[src/hdl/ddpi_pkg.sv]
`default_nettype none

package ddpi_pkg;

    localparam int unsigned FIELD_W = 16;
    localparam int unsigned VLIM_W  = 15;
    localparam int unsigned INTEG_W = 32;
    localparam int unsigned MUL_A_W = 18;
    localparam int unsigned MUL_B_W = 17;
    localparam int unsigned PROD_W  = MUL_A_W + MUL_B_W;
    localparam int unsigned CFG_IDX_W = 3;

    // register indexes
    localparam logic [CFG_IDX_W-1:0] REG_KP_LEFT   = 3'd0;
    localparam logic [CFG_IDX_W-1:0] REG_KP_RIGHT  = 3'd1;
    localparam logic [CFG_IDX_W-1:0] REG_KI_LEFT   = 3'd2;
    localparam logic [CFG_IDX_W-1:0] REG_KI_RIGHT  = 3'd3;
    localparam logic [CFG_IDX_W-1:0] REG_HALF_BASE = 3'd4;
    localparam logic [CFG_IDX_W-1:0] REG_INV_RAD   = 3'd5;
    localparam logic [CFG_IDX_W-1:0] REG_VLIMIT    = 3'd6;

    // reset values
    localparam logic [FIELD_W-1:0] KP_RESET      = 16'd128;
    localparam logic [FIELD_W-1:0] KI_RESET      = 16'd0;
    localparam logic [FIELD_W-1:0] HALF_BASE_RST = 16'd0;
    localparam logic [FIELD_W-1:0] INV_RAD_RESET = 16'd256;
    localparam logic [VLIM_W-1:0]  VLIMIT_RESET  = 15'd32767;

    // sequencer states
    localparam int unsigned STATE_W = 4;
    localparam logic [STATE_W-1:0] ST_IDLE = 4'd0;
    localparam logic [STATE_W-1:0] ST_TURN = 4'd1;
    localparam logic [STATE_W-1:0] ST_TL   = 4'd2;
    localparam logic [STATE_W-1:0] ST_TR   = 4'd3;
    localparam logic [STATE_W-1:0] ST_ER   = 4'd4;
    localparam logic [STATE_W-1:0] ST_KE   = 4'd5;
    localparam logic [STATE_W-1:0] ST_P    = 4'd6;
    localparam logic [STATE_W-1:0] ST_U    = 4'd7;
    localparam logic [STATE_W-1:0] ST_CHK  = 4'd8;
    localparam logic [STATE_W-1:0] ST_BACK = 4'd9;
    localparam logic [STATE_W-1:0] ST_REU  = 4'd10;
    localparam logic [STATE_W-1:0] ST_DRV  = 4'd11;
    localparam logic [STATE_W-1:0] ST_OUT  = 4'd12;

    function automatic logic signed [15:0] sat16(input logic signed [26:0] x);
        logic signed [15:0] r;
        if (x > 27'sd32767) begin
            r = 16'sh7FFF;
        end else if (x < -27'sd32768) begin
            r = 16'sh8000;
        end else begin
            r = x[15:0];
        end
        return r;
    endfunction

    function automatic logic signed [31:0] sat32(input logic signed [33:0] x);
        logic signed [31:0] r;
        if (x > 34'sh0_7FFF_FFFF) begin
            r = 32'sh7FFF_FFFF;
        end else if (x < -34'sh0_8000_0000) begin
            r = 32'sh8000_0000;
        end else begin
            r = x[31:0];
        end
        return r;
    endfunction

endpackage

`default_nettype wire

[src/hdl/ddpi_mul.sv]
`default_nettype none

module ddpi_mul (
    input  wire logic                                     aclk,
    input  wire logic                                     en,
    input  wire logic signed [ddpi_pkg::MUL_A_W-1:0]      a,
    input  wire logic signed [ddpi_pkg::MUL_B_W-1:0]      b,
    output      logic signed [ddpi_pkg::PROD_W-1:0]       prod_reg
);

    logic signed [ddpi_pkg::PROD_W-1:0] prod_next;

    assign prod_next = ddpi_pkg::PROD_W'(a) * ddpi_pkg::PROD_W'(b);

    always_ff @(posedge aclk) begin
        if (en) begin
            prod_reg <= prod_next;
        end
    end

endmodule

`default_nettype wire

[src/hdl/diff_drive_dual_pi_controller.sv]
`default_nettype none
// The sequencer walks every product through the single shared 18x17 multiplier; a
// wheel that backs out the integrator also passes the BACK and REU states. A new
// word is taken only in the idle state, once the last result is loaded; a result
// word not yet taken holds the sequencer in its output state.
// Reset: synchronous, active low; integrators and last errors clear to zero,
// registers load their defaults, no word is pending.

module diff_drive_dual_pi_controller (
    input  wire logic                                   aclk,
    input  wire logic                                   aresetn,

    input  wire logic                                   cfg_wr_en,
    input  wire logic [ddpi_pkg::CFG_IDX_W-1:0]         cfg_index,
    input  wire logic [ddpi_pkg::FIELD_W-1:0]           cfg_wr_data,

    input  wire logic                                   s_valid,
    output      logic                                   s_ready,
    input  wire logic signed [15:0]                     s_linear_speed_request,
    input  wire logic signed [15:0]                     s_turn_rate_request,
    input  wire logic signed [15:0]                     s_left_wheel_measured,
    input  wire logic signed [15:0]                     s_right_wheel_measured,

    output      logic                                   m_valid,
    input  wire logic                                   m_ready,
    output      logic signed [15:0]                     m_drive_left,
    output      logic signed [15:0]                     m_drive_right,
    output      logic signed [15:0]                     m_error_left,
    output      logic signed [15:0]                     m_error_right
);

    logic [ddpi_pkg::STATE_W-1:0] state_reg;
    logic                         side_reg;
    logic                         m_valid_reg;

    logic [15:0] kp_l_reg, kp_r_reg, ki_l_reg, ki_r_reg, hwb_reg, irad_reg;
    logic [ddpi_pkg::VLIM_W-1:0] vlim_reg;

    logic signed [15:0] v_reg, w_reg, ml_reg, mr_reg;
    logic signed [16:0] turn_reg;
    logic signed [15:0] el_reg, er_reg, last_l_reg, last_r_reg;
    logic signed [31:0] integ_l_reg, integ_r_reg;
    logic signed [32:0] p_reg;
    logic signed [33:0] u_reg;
    logic signed [15:0] drv_l_reg, drv_r_reg;
    logic signed [15:0] out_drv_l_reg, out_drv_r_reg, out_el_reg, out_er_reg;

    logic                                    mul_en;
    logic signed [ddpi_pkg::MUL_A_W-1:0]     mul_a;
    logic signed [ddpi_pkg::MUL_B_W-1:0]     mul_b;
    logic signed [ddpi_pkg::PROD_W-1:0]      prod;

    ddpi_mul u_mul (
        .aclk     (aclk),
        .en       (mul_en),
        .a        (mul_a),
        .b        (mul_b),
        .prod_reg (prod)
    );

    logic signed [15:0] e_cur, last_cur;
    logic signed [31:0] integ_cur;
    logic [15:0]        kp_cur, ki_cur;
    logic signed [16:0] turn_now;
    logic signed [17:0] sum_l, diff_r;
    logic signed [25:0] tgt;
    logic signed [26:0] err_l_diff, err_r_diff;
    logic signed [24:0] inc;
    logic signed [32:0] integ_add;
    logic signed [25:0] back;
    logic signed [33:0] integ_sub;
    logic signed [33:0] u_new, u_re;
    logic signed [33:0] lim;
    logic               over, same_sign;
    logic signed [16:0] e_sum;
    logic signed [15:0] drive;
    logic               accept, out_load;

    assign accept   = s_valid && s_ready;
    assign out_load = (state_reg == ddpi_pkg::ST_OUT) && (!m_valid_reg || m_ready);

    assign e_cur     = side_reg ? er_reg : el_reg;
    assign last_cur  = side_reg ? last_r_reg : last_l_reg;
    assign integ_cur = side_reg ? integ_r_reg : integ_l_reg;
    assign kp_cur    = side_reg ? kp_r_reg : kp_l_reg;
    assign ki_cur    = side_reg ? ki_r_reg : ki_l_reg;

    assign turn_now   = prod[32:16];
    assign sum_l      = {{2{v_reg[15]}}, v_reg} + {turn_now[16], turn_now};
    assign diff_r     = {{2{v_reg[15]}}, v_reg} - {turn_reg[16], turn_reg};
    assign tgt        = prod[33:8];
    assign err_l_diff = {tgt[25], tgt} - {{11{ml_reg[15]}}, ml_reg};
    assign err_r_diff = {tgt[25], tgt} - {{11{mr_reg[15]}}, mr_reg};

    assign inc       = prod[32:8];
    assign integ_add = {integ_cur[31], integ_cur} + {{8{inc[24]}}, inc};
    assign back      = prod[33:8];
    assign integ_sub = {{2{integ_cur[31]}}, integ_cur} - {{8{back[25]}}, back};

    assign u_new = {prod[32], prod[32:0]} + {{2{integ_cur[31]}}, integ_cur};
    assign u_re  = {p_reg[32], p_reg} + {{2{integ_cur[31]}}, integ_cur};

    assign lim       = {11'd0, vlim_reg, 8'd0};
    assign over      = u_reg[33] ? (u_reg < -lim) : (u_reg > lim);
    assign same_sign = (u_reg[33] == e_cur[15]);
    assign e_sum     = {e_cur[15], e_cur} + {last_cur[15], last_cur};
    assign drive     = ddpi_pkg::sat16({u_reg[33], u_reg[33:8]});

    always_comb begin
        mul_en = 1'b0;
        mul_a  = '0;
        mul_b  = '0;
        unique case (state_reg)
            ddpi_pkg::ST_TURN: begin
                mul_en = 1'b1;
                mul_a  = {{2{w_reg[15]}}, w_reg};
                mul_b  = {1'b0, hwb_reg};
            end
            ddpi_pkg::ST_TL: begin
                mul_en = 1'b1;
                mul_a  = sum_l;
                mul_b  = {1'b0, irad_reg};
            end
            ddpi_pkg::ST_TR: begin
                mul_en = 1'b1;
                mul_a  = diff_r;
                mul_b  = {1'b0, irad_reg};
            end
            ddpi_pkg::ST_KE: begin
                mul_en = 1'b1;
                mul_a  = {{2{e_cur[15]}}, e_cur};
                mul_b  = {1'b0, ki_cur};
            end
            ddpi_pkg::ST_P: begin
                mul_en = 1'b1;
                mul_a  = {{2{e_cur[15]}}, e_cur};
                mul_b  = {1'b0, kp_cur};
            end
            ddpi_pkg::ST_CHK: begin
                mul_en = 1'b1;
                mul_a  = {e_sum[16], e_sum};
                mul_b  = {1'b0, ki_cur};
            end
            default: begin
                mul_en = 1'b0;
            end
        endcase
    end

    // control, configuration and controller state
    always_ff @(posedge aclk) begin
        if (!aresetn) begin
            state_reg   <= ddpi_pkg::ST_IDLE;
            side_reg    <= 1'b0;
            m_valid_reg <= 1'b0;
            kp_l_reg    <= ddpi_pkg::KP_RESET;
            kp_r_reg    <= ddpi_pkg::KP_RESET;
            ki_l_reg    <= ddpi_pkg::KI_RESET;
            ki_r_reg    <= ddpi_pkg::KI_RESET;
            hwb_reg     <= ddpi_pkg::HALF_BASE_RST;
            irad_reg    <= ddpi_pkg::INV_RAD_RESET;
            vlim_reg    <= ddpi_pkg::VLIMIT_RESET;
            integ_l_reg <= '0;
            integ_r_reg <= '0;
            last_l_reg  <= '0;
            last_r_reg  <= '0;
        end else begin
            if (cfg_wr_en) begin
                unique case (cfg_index)
                    ddpi_pkg::REG_KP_LEFT:   kp_l_reg <= cfg_wr_data;
                    ddpi_pkg::REG_KP_RIGHT:  kp_r_reg <= cfg_wr_data;
                    ddpi_pkg::REG_KI_LEFT:   ki_l_reg <= cfg_wr_data;
                    ddpi_pkg::REG_KI_RIGHT:  ki_r_reg <= cfg_wr_data;
                    ddpi_pkg::REG_HALF_BASE: hwb_reg  <= cfg_wr_data;
                    ddpi_pkg::REG_INV_RAD:   irad_reg <= cfg_wr_data;
                    ddpi_pkg::REG_VLIMIT:    vlim_reg <= cfg_wr_data[ddpi_pkg::VLIM_W-1:0];
                    default: ;
                endcase
            end

            if (out_load) begin
                m_valid_reg <= 1'b1;
            end else if (m_ready) begin
                m_valid_reg <= 1'b0;
            end

            unique case (state_reg)
                ddpi_pkg::ST_IDLE: begin
                    if (accept) begin
                        state_reg <= ddpi_pkg::ST_TURN;
                    end
                end
                ddpi_pkg::ST_TURN: state_reg <= ddpi_pkg::ST_TL;
                ddpi_pkg::ST_TL:   state_reg <= ddpi_pkg::ST_TR;
                ddpi_pkg::ST_TR:   state_reg <= ddpi_pkg::ST_ER;
                ddpi_pkg::ST_ER: begin
                    side_reg  <= 1'b0;
                    state_reg <= ddpi_pkg::ST_KE;
                end
                ddpi_pkg::ST_KE:   state_reg <= ddpi_pkg::ST_P;
                ddpi_pkg::ST_P: begin
                    if (side_reg) begin
                        integ_r_reg <= ddpi_pkg::sat32({integ_add[32], integ_add});
                    end else begin
                        integ_l_reg <= ddpi_pkg::sat32({integ_add[32], integ_add});
                    end
                    state_reg <= ddpi_pkg::ST_U;
                end
                ddpi_pkg::ST_U:    state_reg <= ddpi_pkg::ST_CHK;
                ddpi_pkg::ST_CHK: begin
                    if (over && same_sign) begin
                        state_reg <= ddpi_pkg::ST_BACK;
                    end else begin
                        state_reg <= ddpi_pkg::ST_DRV;
                    end
                end
                ddpi_pkg::ST_BACK: begin
                    if (side_reg) begin
                        integ_r_reg <= ddpi_pkg::sat32(integ_sub);
                    end else begin
                        integ_l_reg <= ddpi_pkg::sat32(integ_sub);
                    end
                    state_reg <= ddpi_pkg::ST_REU;
                end
                ddpi_pkg::ST_REU:  state_reg <= ddpi_pkg::ST_DRV;
                ddpi_pkg::ST_DRV: begin
                    if (side_reg) begin
                        last_r_reg <= e_cur;
                        state_reg  <= ddpi_pkg::ST_OUT;
                    end else begin
                        last_l_reg <= e_cur;
                        side_reg   <= 1'b1;
                        state_reg  <= ddpi_pkg::ST_KE;
                    end
                end
                ddpi_pkg::ST_OUT: begin
                    if (out_load) begin
                        state_reg <= ddpi_pkg::ST_IDLE;
                    end
                end
                default: state_reg <= ddpi_pkg::ST_IDLE;
            endcase
        end
    end

    // datapath
    always_ff @(posedge aclk) begin
        if (accept) begin
            v_reg  <= s_linear_speed_request;
            w_reg  <= s_turn_rate_request;
            ml_reg <= s_left_wheel_measured;
            mr_reg <= s_right_wheel_measured;
        end
        if (state_reg == ddpi_pkg::ST_TL) begin
            turn_reg <= turn_now;
        end
        if (state_reg == ddpi_pkg::ST_TR) begin
            el_reg <= ddpi_pkg::sat16(err_l_diff);
        end
        if (state_reg == ddpi_pkg::ST_ER) begin
            er_reg <= ddpi_pkg::sat16(err_r_diff);
        end
        if (state_reg == ddpi_pkg::ST_U) begin
            p_reg <= prod[32:0];
            u_reg <= u_new;
        end
        if (state_reg == ddpi_pkg::ST_REU) begin
            u_reg <= u_re;
        end
        if (state_reg == ddpi_pkg::ST_DRV) begin
            if (side_reg) begin
                drv_r_reg <= drive;
            end else begin
                drv_l_reg <= drive;
            end
        end
        if (out_load) begin
            out_drv_l_reg <= drv_l_reg;
            out_drv_r_reg <= drv_r_reg;
            out_el_reg    <= el_reg;
            out_er_reg    <= er_reg;
        end
    end

    assign s_ready       = (state_reg == ddpi_pkg::ST_IDLE);
    assign m_valid       = m_valid_reg;
    assign m_drive_left  = out_drv_l_reg;
    assign m_drive_right = out_drv_r_reg;
    assign m_error_left  = out_el_reg;
    assign m_error_right = out_er_reg;

`ifndef SYNTHESIS
    a_accept_starts: assert property (@(posedge aclk) disable iff (!aresetn)
        accept |=> (state_reg == ddpi_pkg::ST_TURN))
        else $error("accepted word did not start the sequence");

    a_out_sets_valid: assert property (@(posedge aclk) disable iff (!aresetn)
        out_load |=> (m_valid_reg && state_reg == ddpi_pkg::ST_IDLE))
        else $error("result load did not raise valid");

    a_left_first: assert property (@(posedge aclk) disable iff (!aresetn)
        (state_reg == ddpi_pkg::ST_ER) |=> (!side_reg && state_reg == ddpi_pkg::ST_KE))
        else $error("wheel sequence did not start on the left");

    a_back_after_chk: assert property (@(posedge aclk) disable iff (!aresetn)
        (state_reg == ddpi_pkg::ST_BACK) |-> ($past(state_reg) == ddpi_pkg::ST_CHK))
        else $error("back-out entered out of order");
`endif

endmodule

`default_nettype wire
[config.mk]
export PLATFORM = sky130hd
export DESIGN_NAME = diff_drive_dual_pi_controller
export DESIGN_NICKNAME = d
export VERILOG_FILES = /design/src/hdl/ddpi_pkg.sv /design/src/hdl/ddpi_mul.sv /design/src/hdl/diff_drive_dual_pi_controller.sv
export SDC_FILE = /design/constraint.sdc
export NUM_CORES = 2
export LEC_CHECK = 0
export ABC_AREA = 0
export BUFFER_PORTS_ARGS = -buffer_cell sky130_fd_sc_hd__buf_4
export CAP_MARGIN = 20
export CORE_ASPECT_RATIO = 2
export CORE_MARGIN = 10
export CORE_UTILIZATION = 55
export CTS_CLUSTER_DIAMETER = 60
export DETAILED_ROUTE_END_ITERATION = 8
export GPL_TIMING_DRIVEN = 0
export PLACE_DENSITY = 0.69
export SYNTH_ARGS = -nofsm -noshare
export SYNTH_HDL_FRONTEND = slang
export SYNTH_SLANG_ARGS = --single-unit
export TNS_END_PERCENT = 20
[constraint.sdc]
create_clock -name aclk -period 16.04 [get_ports aclk]
set_clock_uncertainty 0.15 [all_clocks]
set_input_delay 0 -clock aclk [delete_from_list [all_inputs] [get_ports aclk]]
set_output_delay 0 -clock aclk [all_outputs]
set_load 0.02 [all_outputs]
; ---- Word-level counts from Yosys, hierarchy flattened
; Cells that the tools add are included.
[classes]
addsub = 10
mul = 1
n_lt_le_gt_ge = 12
n_eq_ne = 25
muxes = 33
n_bitwise = 1
reduce_logical = 27
[op_table]
columns = operator, n
row1 = 2-to-1 mux 32 bit, 9
row2 = 2-to-1 mux 16 bit, 8
row3 = case mux 32 bit (2 select lines), 2
row4 = case mux 18 bit (5 select lines), 1
row5 = adder 33 x 32 -> 34 bit, 2
row6 = 2-to-1 mux 34 bit, 2
row7 = greater-than comparator 33 x 32 -> 1 bit (second input constant), 2
row8 = < comparator 33 x 32 -> 1 bit (second input constant), 2
row9 = case mux 16 bit (4 select lines), 1
row10 = greater-than comparator 27 x 16 -> 1 bit (second input constant), 2
row11 = < comparator 27 x 16 -> 1 bit (second input constant), 2
row12 = subtractor 26 x 16 -> 27 bit, 2
row13 = case mux 4 bit (13 select lines), 1
row14 = greater-than comparator 34 x 24 -> 1 bit, 1
row15 = < comparator 34 bit, 1
row16 = multiplier 18 x 17 -> 34 bit, 1
row17 = negation 23 -> 34 bit, 1
row18 = adder 32 x 25 -> 33 bit, 1
row19 = subtractor 32 x 26 -> 33 bit, 1
row20 = greater-than comparator 26 x 16 -> 1 bit (second input constant), 1
row21 = < comparator 26 x 16 -> 1 bit (second input constant), 1
row22 = equality test 4 bit (second input constant), 5
row23 = AND reduction 2 bit, 10
row24 = adder 16 x 17 -> 18 bit, 1
row25 = other kinds (25), 49
[word_totals]
reg_bits = 523
in_bits = 88
elab_cells = 139

; ---- Longest topological paths before layout
[logic_depth]
ltp_word = 7
depth_mapped = 41
depth_no_buf = 39

; ---- Cells and area by module
; From an unflattened synthesis, not the netlist that was laid out.
[hier_totals]
cells_unflattened = 4519
area_unflattened_um2 = 42674.7
[by_module_without_submodules]
columns = mod, n_inst, cells_each, area_each_um2, seq_area_each_um2
row1 = diff_drive_dual_pi_controller, 1, 3203, 30022.5, 12552.0
row2 = ddpi_mul, 1, 1316, 12652.1, 1051.0

; ---- Worst setup path before layout
; OpenSTA, ideal clock, no wires.
[synth_path]
path_kind = register -> register
start = register side_reg
end = register u_mul.prod_reg[33] (netlist bit), data pin
arrival_ns = 10.551
required_ns = 15.631
path_slack_ns = 5.080
stages_incl_launch_ff = 37
n_path_buf = 7
path_cell_list = dfxtp_1 buf_1 buf_1 clkbuf_1 clkbuf_1 clkbuf_1 mux2_2 fa_1 a21o_1 a21oi_1 o21bai_1 a31o_2 a2111oi_0 o21ai_0 o211a_1 o211a_1 o21ai_0 clkbuf_1 nand2_1 fa_1 inv_1 fa_1 clkbuf_1 xnor2_1 xnor2_1 fa_1 fa_1 inv_1 fa_1 inv_1 ha_1 a211o_1 o21a_1 a311oi_1 o21ai_0 a21oi_1 xnor2_1
[synth_via]
elab_chain_len = 4
[synth_lines]
columns = element, line
row1 = from (decl), diff_drive_dual_pi_controller.sv:33  ; logic side_reg;
row2 = from (signal assigned), diff_drive_dual_pi_controller.sv:154  ; side_reg <= 1'b0;
row3 = from (signal assigned), diff_drive_dual_pi_controller.sv:197  ; side_reg <= 1'b0;
row4 = from (signal assigned), diff_drive_dual_pi_controller.sv:232  ; side_reg <= 1'b1;
row5 = 2-to-1 mux 16 bit (on tied branches), "diff_drive_dual_pi_controller.sv:82, diff_drive_dual_pi_controller.sv:83"
row6 = adder 16 x 16 -> 17 bit, diff_drive_dual_pi_controller.sv:106  ; assign e_sum = {e_cur[15], e_cur} + {last_cur[15], last_cur};
row7 = case mux 18 bit (5 select lines), diff_drive_dual_pi_controller.sv:113  ; unique case (state_reg)
row8 = multiplier 18 x 17 -> 34 bit (*), ddpi_mul.sv:13  ; assign prod_next = ddpi_pkg::PROD_W'(a) * ddpi_pkg::PROD_W'(b);
row9 = "net u_mul.prod_next, one bit", ddpi_mul.sv:11  ; logic signed [ddpi_pkg::PROD_W-1:0] prod_next;
row10 = to (signal assigned), ddpi_mul.sv:17  ; prod_reg <= prod_next;
row11 = to (decl), ddpi_mul.sv:8  ; output logic signed [ddpi_pkg::PROD_W-1:0] prod_reg
; Mark *: on every way through the listed nets, which the timed path passes. The rest lies on a longest branch.
; A chain may end at the register's enable or synchronous reset.

; ---- Worst setup path after layout
; Same ends and word-level chain as after synthesis.

==> reports/results.ini <==
[setup_path]
r2r_start=side_reg$_SDFFE_PN0P_
worstPathMaxFanout=10
crit_path_top_delay_cell=buf_1
cp_data_arrival_time_ps=15110
path_buf_inv=10
crit_top_cell=fa_1
worst_setup_path_end_kind=register
start_kind=register
startpoint=side_reg$_SDFFE_PN0P_
worstPathRequired_ps=16220
cp_top_family=buffers and inverters
crit_type=reg2reg
max_stage_delay_ps=860

[logic_synthesis]
synth_fp_nets=5154
synth.most_common_cell=nand2_1
synth_edf_count=310
ys.flop_type=edfxtp_1
synth_area_mm2=0.04139
synth_cell_types=99
synthCells=4468
synth_top_area_cell=edfxtp_1
synth_top_area_share_pct=22.49
synth_seq_cells=523
ys_warn_count=0
synthTopCellsByArea=edfxtp_1 (22%), fa_1 (14%), dfxtp_1 (10%)
syn_area_per_cell_um2=9.263
synth_seq_area_share_pct=32.80
ys_top_cells_by_count=nand2_1 (544), inv_1 (527), a21oi_1 (311), ha_1 (311), edfxtp_1 (310)
synthArstFlopShare_pct=0

[clock_network]
clockBufferDepth=3
cts-root-buf=clkbuf_16
numCtsBuffers=50
worstSkewPairLatency_ps=640
cts_setup_buffers=0
cts_tree=built
htreeDepth=2
cts_sinks=523
clk_pin_slew_ps=70

[detailed_routing]
drt_iter0_markers=2845
drc=0
routed_via_density=6.032
wirelength_um=148300
vias=35670
first_pass_iters=6
routedWlPerCell_um=25.08
detail-route-antenna-nets=0

[power_and_ir_drop]
p_per_area_mw_per_mm2=141.3
finalPower_mw=6.729
leakage_nw=20.44
ir_drop_mv=0.1256

[floorplanning]
initial_core_util_pct=55.33
dieWidth_um=214.0
core_area_mm2=0.07480
dieArea_mm2=0.08729
io_pins=154
placementRows=142
fp.dieH_um=407.9

[global_route]
grt_pass1_vias=36930
antenna_found_initial=2
grt_pass1_wl_um=221200
grt_max_degree=35
grt_overflow=0
grtUsageTotal_pct=33.45

[sta]
finalHoldViolations=0
tns_ps=0
fmax_mhz=67.00
fin_worst_hold_slack_ps=40.61
worst_pin_slew_ps=1370
rsz0062_at_grt=no
drv_slew=0
setup_viol=0
maxSlewHeadroom_pct=8.692
post-route-period-util_pct=93.06
min_period_ps=14930

[place]
place.gp.congestion=1.052
portBuffers=153
hpwl_um=116800

[cells_and_area]
synthToLayoutAreaGrowth_pct=15.06
drive_gt1_share_pct=8.077
nNetsFinal=5550
final_util_pct=63.66

[run_status]
status=completed

[job]
max_cap_violations=0

[worst_hold_path]
min_from=s_linear_speed_request[6]
min_path_type=in2reg

## worst paths after layout
path | slack [ps] | end | depth (start not counted)
setup / recovery | 1110 | u_mul.prod_reg[33]$_DFFE_PP_ | 36
hold / removal | 40 | v_reg[6]$_DFFE_PP_ | 2
setup reg to reg | 1110 | u_mul.prod_reg[33]$_DFFE_PP_ | 36
hold reg to reg | 270 | m_drive_right[15]$_DFFE_PP_ | 0
## what timing repair did
item	in CTS	in global routing
gates resized for setup	0	0
endpoints found under the hold margin	267	0
hold buffers	165	0
## cells in the final DEF, fill, tap and decap left out, types with 30 or more instances in the layout
cell             n
nand2_1        544
inv_1          527
a21oi_1        311
ha_1           311
edfxtp_1       310
nor2_1         305
fa_1           287
dfxtp_1        213
buf_4          165
dlygate4sd3_1  165
o21ai_0        162
clkbuf_1       159
xnor2_1        154
nand3_1        128
a21o_1          80
a211oi_1        67
xor2_1          63
o21a_1          59
mux2_2          58
o21ai_1         58
nor3_1          53
clkbuf_16       51
and2_1          42
nor2b_1         38
nand2b_1        33
o211ai_1        33
o31ai_1         32
o21bai_1        30
## per-layer routing
layer	part of all wire (%)	vias to the layer above	track usage, %
met5	0	-	0
met4	12	0	34.42
met3	6.0	674	5.242
met2	51	1582	60.09
met1	31	17180	30.91
li1	-	16230	-
## cell families after synthesis
group	after synthesis	synth area share (%)
xor+xnor	217	4.592
mux	83	2.183
fa+ha+maj	599	23.31
buf+inv	708	6.554
flops	523	32.80
compound gates	1051	16.63
simple gates	1287	13.93
## power breakdown
part / total (mW) / switching (mW) / internal [mW]
logic: 3.54 / 2.34 / 1.20
registers: 1.89 / 0.220 / 1.67
clock network: 1.30 / 0.579 / 0.717
total: 6.73 / 3.14 / 3.59
## per-stage QoR
stage	std cells	area, um2	setup slack (ps)
CTS	5904	47540	1427
detailed placement	5648	44120	1416
global route	5913	47620	721.5
global placement	5629	43800	1380
floorplan	4468	41390	5080
finish	5913	47620	1114
## final cells by class
cell class / count / area [um2]
antenna: 2 / 5.005
buffer: 179 / 729.5
clock buffer: 58 / 1316
clock inverter: 33 / 445.4
fill: 6321 / 27180
inverter: 529 / 1986
multi-input combinational: 3237 / 25170
sequential: 523 / 13570
tap: 1008 / 1261
timing repair buffer: 344 / 3128
No activity file was read; power rests on OpenSTA's default activity.
